**src/rtl/itp_pkg.sv**
```systemverilog
`timescale 1ns / 1ps
// ----------------------------------------------------------------------------
// itp_pkg
// Shared constants, character codes and the operator precedence function
// for the infix to postfix converter.
// ----------------------------------------------------------------------------
package itp_pkg;

  // operator stack geometry
  localparam int STACK_DEPTH = 16;
  localparam int CNT_W       = $clog2(STACK_DEPTH + 1);
  localparam int IDX_W       = $clog2(STACK_DEPTH);

  // ascii codes
  localparam logic [7:0] CH_ZERO  = 8'd48;
  localparam logic [7:0] CH_NINE  = 8'd57;
  localparam logic [7:0] CH_DOT   = 8'h2E;
  localparam logic [7:0] CH_LPAR  = 8'h28;
  localparam logic [7:0] CH_RPAR  = 8'h29;
  localparam logic [7:0] CH_SPACE = 8'h20;
  localparam logic [7:0] CH_STAR  = 8'h2A;
  localparam logic [7:0] CH_SLASH = 8'h2F;
  localparam logic [7:0] CH_PCT   = 8'h25;
  localparam logic [7:0] CH_PLUS  = 8'h2B;
  localparam logic [7:0] CH_MINUS = 8'h2D;

  // precedence levels
  typedef logic [1:0] prec_t;
  localparam prec_t PREC_MUL  = 2'd3;
  localparam prec_t PREC_ADD  = 2'd2;
  localparam prec_t PREC_NONE = 2'd0;

  function automatic prec_t prec_of(input logic [7:0] c);
    prec_t p;
    if (c == CH_STAR || c == CH_SLASH || c == CH_PCT) begin
      p = PREC_MUL;
    end else if (c == CH_PLUS || c == CH_MINUS) begin
      p = PREC_ADD;
    end else begin
      p = PREC_NONE;
    end
    return p;
  endfunction

  function automatic logic is_digit(input logic [7:0] c);
    return (c >= CH_ZERO) && (c <= CH_NINE);
  endfunction

endpackage

```
**src/rtl/infix_to_postfix_converter_core.sv**
```systemverilog
`timescale 1ns / 1ps
// ----------------------------------------------------------------------------
// infix_to_postfix_converter_core
// Shunting-yard converter: infix characters in, postfix characters out,
// operators held on a small stack and popped by one shared compare unit.
// ----------------------------------------------------------------------------
// Takes one infix character per input beat and produces zero or more postfix
// beats, one per cycle while the output is not stalled, through a single
// output register. A digit, a dot in a number, or a character that only pushes
// is taken without a pop sequence; the space that closes a number leaves in the
// cycle the character is taken. Every operator popped from the stack leaves as
// two beats, the operator and its trailing space, in POP_OP and then POP_SP,
// since both leave through the one output register; the precedence compare
// against the next stack top runs in POP_SP. Output stalls hold the pops. The
// input is stalled while a pop sequence runs. The stack lives in flip-flops and
// needs no clearing after reset; a push into a full stack is dropped and raises
// the sticky overflow flag, which an end-of-expression flush clears.
module infix_to_postfix_converter_core
  import itp_pkg::*;
(
  input  logic       clk,
  input  logic       rst,
  // input channel
  input  logic       in_valid,
  output logic       in_stall,
  input  logic [7:0] in_char,
  input  logic       end_of_expression,
  // output channel
  output logic       out_valid,
  input  logic       out_stall,
  output logic [7:0] out_char,
  output logic       last_of_run,
  output logic       expression_done,
  output logic       overflow_flag
);

  typedef enum logic [1:0] {
    ST_IDLE,
    ST_POP_OP,
    ST_POP_SP
  } state_t;

  typedef enum logic [1:0] {
    MODE_END,
    MODE_RPAR,
    MODE_PUSH,
    MODE_OP
  } mode_t;

  // shared compare unit: does the current item pop the stack top
  function automatic logic pop_check(input mode_t m, input prec_t p,
                                     input logic [CNT_W-1:0] cnt,
                                     input logic [7:0] top);
    logic r;
    unique case (m)
      MODE_END:  r = (cnt != '0);
      MODE_RPAR: r = (cnt != '0) && (top != CH_LPAR);
      MODE_OP:   r = (cnt != '0) && (p <= prec_of(top));
      MODE_PUSH: r = 1'b0;
      default:   r = 1'b0;
    endcase
    return r;
  endfunction

  state_t           state, state_next;
  mode_t            mode, mode_next;
  logic [7:0]       cur_char, cur_char_next;
  prec_t            cur_prec, cur_prec_next;
  logic [CNT_W-1:0] count, count_next;
  logic             in_number, in_number_next;
  logic             ovf_seen, ovf_seen_next;
  logic             run_ovf, run_ovf_next;

  logic [7:0]       stack [STACK_DEPTH];
  logic [CNT_W-1:0] count_m1;
  logic [IDX_W-1:0] top_idx;
  logic [7:0]       top;

  logic             in_acc;
  logic             can_emit;
  mode_t            in_mode;
  prec_t            in_prec;
  logic             pc;
  logic             will_ovf;

  logic             emit_en;
  logic [7:0]       emit_char;
  logic             emit_last;
  logic             emit_done;
  logic             emit_ovf;

  logic             tail_en;
  mode_t            tail_mode;
  logic [7:0]       tail_char;
  logic             push_en;

  // stack top read
  assign count_m1 = count - CNT_W'(1);
  assign top_idx  = count_m1[IDX_W-1:0];
  assign top      = stack[top_idx];

  // handshake
  assign can_emit = !out_valid || !out_stall;
  assign in_stall = rst || (state != ST_IDLE) || !can_emit;
  assign in_acc   = in_valid && !in_stall;

  // classify the incoming character
  always_comb begin
    in_prec = prec_of(in_char);
    priority if (end_of_expression) begin
      in_mode = MODE_END;
    end else if (in_char == CH_RPAR) begin
      in_mode = MODE_RPAR;
    end else if (in_char == CH_LPAR) begin
      in_mode = MODE_PUSH;
    end else begin
      in_mode = MODE_OP;
    end
  end

  // sequencer next state
  always_comb begin
    state_next     = state;
    mode_next      = mode;
    cur_char_next  = cur_char;
    cur_prec_next  = cur_prec;
    count_next     = count;
    in_number_next = in_number;
    ovf_seen_next  = ovf_seen;
    run_ovf_next   = run_ovf;
    emit_en        = 1'b0;
    emit_char      = CH_SPACE;
    emit_last      = 1'b0;
    emit_done      = 1'b0;
    emit_ovf       = run_ovf;
    tail_en        = 1'b0;
    tail_mode      = mode;
    tail_char      = cur_char;
    push_en        = 1'b0;
    pc             = 1'b0;
    will_ovf       = 1'b0;

    unique case (state)
      ST_IDLE: begin
        if (in_acc) begin
          pc            = pop_check(in_mode, in_prec, count, top);
          mode_next     = in_mode;
          cur_char_next = in_char;
          cur_prec_next = in_prec;
          priority if (end_of_expression) begin
            // flush: close number, then pop everything
            emit_ovf       = ovf_seen;
            run_ovf_next   = ovf_seen;
            ovf_seen_next  = 1'b0;
            in_number_next = 1'b0;
            if (in_number) begin
              emit_en   = 1'b1;
              emit_last = !pc;
              emit_done = !pc;
            end
            if (pc) begin
              state_next = ST_POP_OP;
            end
          end else if (is_digit(in_char)) begin
            emit_en        = 1'b1;
            emit_char      = in_char;
            emit_last      = 1'b1;
            emit_ovf       = ovf_seen;
            in_number_next = 1'b1;
          end else if (in_char == CH_DOT && in_number) begin
            emit_en   = 1'b1;
            emit_char = in_char;
            emit_last = 1'b1;
            emit_ovf  = ovf_seen;
          end else begin
            // operator or other character
            will_ovf = (in_mode == MODE_OP || in_mode == MODE_PUSH) && !pc &&
                       (count == CNT_W'(STACK_DEPTH));
            emit_ovf       = ovf_seen || will_ovf;
            run_ovf_next   = ovf_seen || will_ovf;
            ovf_seen_next  = ovf_seen || will_ovf;
            in_number_next = 1'b0;
            if (in_number) begin
              emit_en   = 1'b1;
              emit_last = !pc;
            end
            if (pc) begin
              state_next = ST_POP_OP;
            end else begin
              tail_en   = 1'b1;
              tail_mode = in_mode;
              tail_char = in_char;
            end
          end
        end
      end
      ST_POP_OP: begin
        if (can_emit) begin
          emit_en    = 1'b1;
          emit_char  = top;
          count_next = count_m1;
          state_next = ST_POP_SP;
        end
      end
      ST_POP_SP: begin
        if (can_emit) begin
          pc        = pop_check(mode, cur_prec, count, top);
          emit_en   = 1'b1;
          emit_last = !pc;
          emit_done = !pc && (mode == MODE_END);
          if (pc) begin
            state_next = ST_POP_OP;
          end else begin
            tail_en    = 1'b1;
            state_next = ST_IDLE;
          end
        end
      end
      default: begin
        state_next = ST_IDLE;
      end
    endcase

    // closing action once popping is over
    if (tail_en) begin
      unique case (tail_mode)
        MODE_PUSH, MODE_OP: begin
          if (count < CNT_W'(STACK_DEPTH)) begin
            push_en    = 1'b1;
            count_next = count + CNT_W'(1);
          end
        end
        MODE_RPAR: begin
          if (count != '0) begin
            count_next = count_m1;
          end
        end
        MODE_END: begin
        end
        default: begin
        end
      endcase
    end
  end

  // state and output register
  always_ff @(posedge clk) begin
    if (rst) begin
      state     <= ST_IDLE;
      count     <= '0;
      in_number <= 1'b0;
      ovf_seen  <= 1'b0;
      out_valid <= 1'b0;
    end else begin
      state     <= state_next;
      count     <= count_next;
      in_number <= in_number_next;
      ovf_seen  <= ovf_seen_next;
      if (emit_en) begin
        out_valid <= 1'b1;
      end else if (out_valid && !out_stall) begin
        out_valid <= 1'b0;
      end
    end
    mode     <= mode_next;
    cur_char <= cur_char_next;
    cur_prec <= cur_prec_next;
    run_ovf  <= run_ovf_next;
    if (emit_en) begin
      out_char        <= emit_char;
      last_of_run     <= emit_last;
      expression_done <= emit_done;
      overflow_flag   <= emit_ovf;
    end
  end

  // operator stack write
  always_ff @(posedge clk) begin
    if (push_en) begin
      stack[count[IDX_W-1:0]] <= tail_char;
    end
  end

endmodule

```
**config.mk**
```make
export PLATFORM = sky130hd
export DESIGN_NAME = infix_to_postfix_converter_core
export DESIGN_NICKNAME = d
export VERILOG_FILES = /design/src/rtl/itp_pkg.sv /design/src/rtl/infix_to_postfix_converter_core.sv
export SDC_FILE = /design/constraint.sdc
export NUM_CORES = 1
export LEC_CHECK = 0
export BUFFER_PORTS_ARGS = -buffer_cell sky130_fd_sc_hd__buf_2
export CAP_MARGIN = 20
export CELL_PAD_IN_SITES_DETAIL_PLACEMENT = 0
export CELL_PAD_IN_SITES_GLOBAL_PLACEMENT = 1
export CORE_ASPECT_RATIO = 1.5
export CORE_MARGIN = 2
export CORE_UTILIZATION = 50
export DETAILED_ROUTE_END_ITERATION = 6
export PLACE_DENSITY = 0.81
export SYNTH_ARGS = -nofsm -noshare
export SYNTH_HDL_FRONTEND = slang
export SYNTH_SLANG_ARGS = --single-unit
```
**constraint.sdc**
```tcl
create_clock -name clk -period 14.3 [get_ports clk]
set_clock_uncertainty 0.15 [all_clocks]
set_input_delay 2.145 -clock clk [delete_from_list [all_inputs] [get_ports clk]]
set_output_delay 2.145 -clock clk [all_outputs]
set_load 0.01 [all_outputs]
```
==> flow_summary.toml <==
[placement]
port_buffers = 25
place_congestion = 0.888
hpwl_um = 12100

[timing]
drv_slew = 0
setup_viol = 0
finalSetupTns_ns = 0
rsz0062_at_grt = "false"
relSlewSlack_pct = 28.3
finalHoldWorstSlack_ns = 0.359
worstMarginPinSlew_ns = 1.08
finalCritPeriodShare_pct = 56.3
layout_min_cycle_time_ns = 8.05
fmax_ghz = 0.124
hold_viol_final = 0

[synth]
synthFlopType = "edfxtp_1"
synth_top_cells_by_area = "edfxtp_1 61%, mux2i_1 7.5%, mux4_2 4.8%, mux2_2 2.7%, dfxtp_1 2.7%"
synth-edff-count = 152
synth_top_area_share_pct = 60.9
yosys-top-cells-count = "152 x edfxtp_1, 56 x mux2i_1, 43 x nor2_1"
synthArstFlopShare_pct = 0
synth_top_area_cell = "edfxtp_1"
syn_nets = 532
synth_seq_cells = 162
avgSynthCellArea_um2 = 14.8
synthCells = 506
synth_most_common_cell = "edfxtp_1"
syn-cell-area_mm2 = 0.00749
yosysSeqAreaShare_pct = 63.6
yosys.cell_types.count = 65
ys_warn_count = 0

[job]
cap_violations = 0

[route]
drt_wl_total_um = 17300
wire_per_inst_um = 23.2
antenna_left = 0
vias = 4485
drt_iter0_drc = 345
drc = 0
first_pass_iters = 4
routed_via_density = 6.01

[hold_path]
hold_path.class = "register to register"

[pwr]
ir_worst_vdd_mv = 0.0868
power_density_mw_per_mm2 = 206
leakage_nw = 2.81

[global_routing]
grt_start_max_net_pins = 44
antenna_found_initial = 0
gr-total-overflow = 0
grt_pass1_vias = 4651
grt_pass1_wl_um = 27000
grtUsageTotal_pct = 22.8

[worst_setup_path]
end_kind = "register"
cp.arrival_ns = 7.97
crit_family = "simple AND/OR/NAND/NOR gates"
path_class = "register to register"
path_common_cell = "nor2_1"
critPathBufInv = 2
path_max_fanout = 37
cpMaxStageDelayCell = "dfxtp_2"
path_cells = "clkinv_1, ha_2, buf_12, mux2_2, mux4_2, or4_4, nor2_1, nor2_1, a211o_1, ha_1, nor2b_1, o21ai_0, a21oi_1, o211ai_1, nand3b_2, a31o_2, nand3_1, nor2_1"
slowest_delay_ns = 1.03
crit_required_ns = 14.21
crit_path_start_kind = "register"

[cts]
htree_levels = 4
tritoncts = "done"
clk_latency_ns = 0.43
cts_inserted_buffers = 17
post_cts_buffers = 0
post_cts_resized = 0
numClockSinks = 162
cts_root_buffer = "clkbuf_16"
cts_hold_buf = 0
clockBufferDepth = 2
clk_pin_slew_ns = 0.07

[floorplanning]
coreArea_mm2 = 0.0146
die_h_um = 154
die_w_um = 104
initial_core_util_pct = 51.3
fp-row-count = 54
io_pins = 26
die-area_mm2 = 0.0160

[layout]
syn2layout_area_growth_pct = 12.4
nFillCells = 1133
n_antenna_cell = 0
layout.nets = 563
drive_above_1_share_pct = 20.9

[status]
status = "finished, final reports clean"
[cell families (layout without fill, tap and decap cells)]
| group | Yosys count | after routing | share of synthesized area (%) |
|---|---|---|---|
| DFF | 162 | 162 | 63.6 |
| and+or+nand+nor | 129 | 129 | 9.07 |
| muxes | 92 | 92 | 15.4 |
| AOI/OAI and AO/OA | 67 | 67 | 6.40 |
| buffers and inverters | 34 | 78 | 2.24 |
| adders and majority gates | 13 | 13 | 2.17 |
| xor gates and xnor gates | 9 | 9 | 1.15 |
[worst paths after layout]
check	from	endpoint	slack, ns	cells after the start
setup / recovery	count[0]$_SDFF_PP0_	stack[11][1]$_DFFE_PP_	6.25	18
hold / removal	out_valid$_SDFFE_PP0P_	out_valid$_SDFFE_PP0P_	0.36	2
setup reg to reg	count[0]$_SDFF_PP0_	stack[11][1]$_DFFE_PP_	6.25	18
hold reg to reg	out_valid$_SDFFE_PP0P_	out_valid$_SDFFE_PP0P_	0.36	2
[cell type report]
type | count | area (um^2) | area share [%]
clock inverters | 15 | 165 | 1.96
well taps | 196 | 245 | 2.91
inverters | 12 | 45.0 | 0.535
repair buffers | 34 | 209 | 2.48
multi-input cells | 310 | 2560 | 30.4
clock buffers | 17 | 425 | 5.06
flip-flops and latches | 162 | 4770 | 56.6
[registers in the layout, indices dropped and copies added (netlist names), 2 cells and up]
| register | cells |
|---|---|
| stack | 128 |
| cur_char | 8 |
| out_char | 8 |
| count | 5 |
| cur_prec | 2 |
| mode | 2 |
| state | 2 |
[worst min-delay path: cells and delay by family, from the launching register on]
family           cells  cell delay (ns)
flip-flops           1             0.34
AO/OA/AOI/OAI        1             0.06
AND/OR/NAND/NOR      1             0.07
[where the power goes]
group | switching [mW] | internal (mW)
Sequential | 0.0386 | 0.568
Combinational | 0.387 | 0.282
Clock | 0.206 | 0.249
Total | 0.631 | 1.10
[through the flow]
step | utilization [%] | cell area, um^2 | std cells | total power [mW] | setup slack, ns
finish | 57.7 | 8420 | 746 | 1.73 | 6.25
detailed placement | 53.4 | 7790 | 711 | 1.27 | 5.94
floorplan | - | 7490 | 506 | 1.10 | 8.26
global placement | 53.4 | 7790 | 711 | 1.26 | 6.25
CTS | 57.4 | 8380 | 743 | 1.72 | 5.93
global route | 57.7 | 8420 | 746 | 1.81 | 5.76
[cell usage in the layout (no fill, tap or decap), types with 5 or more instances in the layout]
cell,n
edfxtp_1,152
mux2i_1,56
nor2_1,43
buf_2,25
nand2_1,21
mux2_2,18
clkbuf_16,17
mux4_2,16
a21oi_1,14
o21ai_0,12
ha_1,12
nand3_1,11
inv_1,10
nor3_1,9
nand2b_1,9
dfxtp_1,9
buf_4,7
nor4_1,6
nand4b_1,5
nor2b_1,5
xnor2_1,5
inv_6,5
[metal layers]
metal	global-route usage, %	part of all wire, %
met5	0	0
met4	10.6	3.8
met3	4.07	3.4
met2	40.7	54
met1	26.6	39
Power figures use the tool's default switching activity.
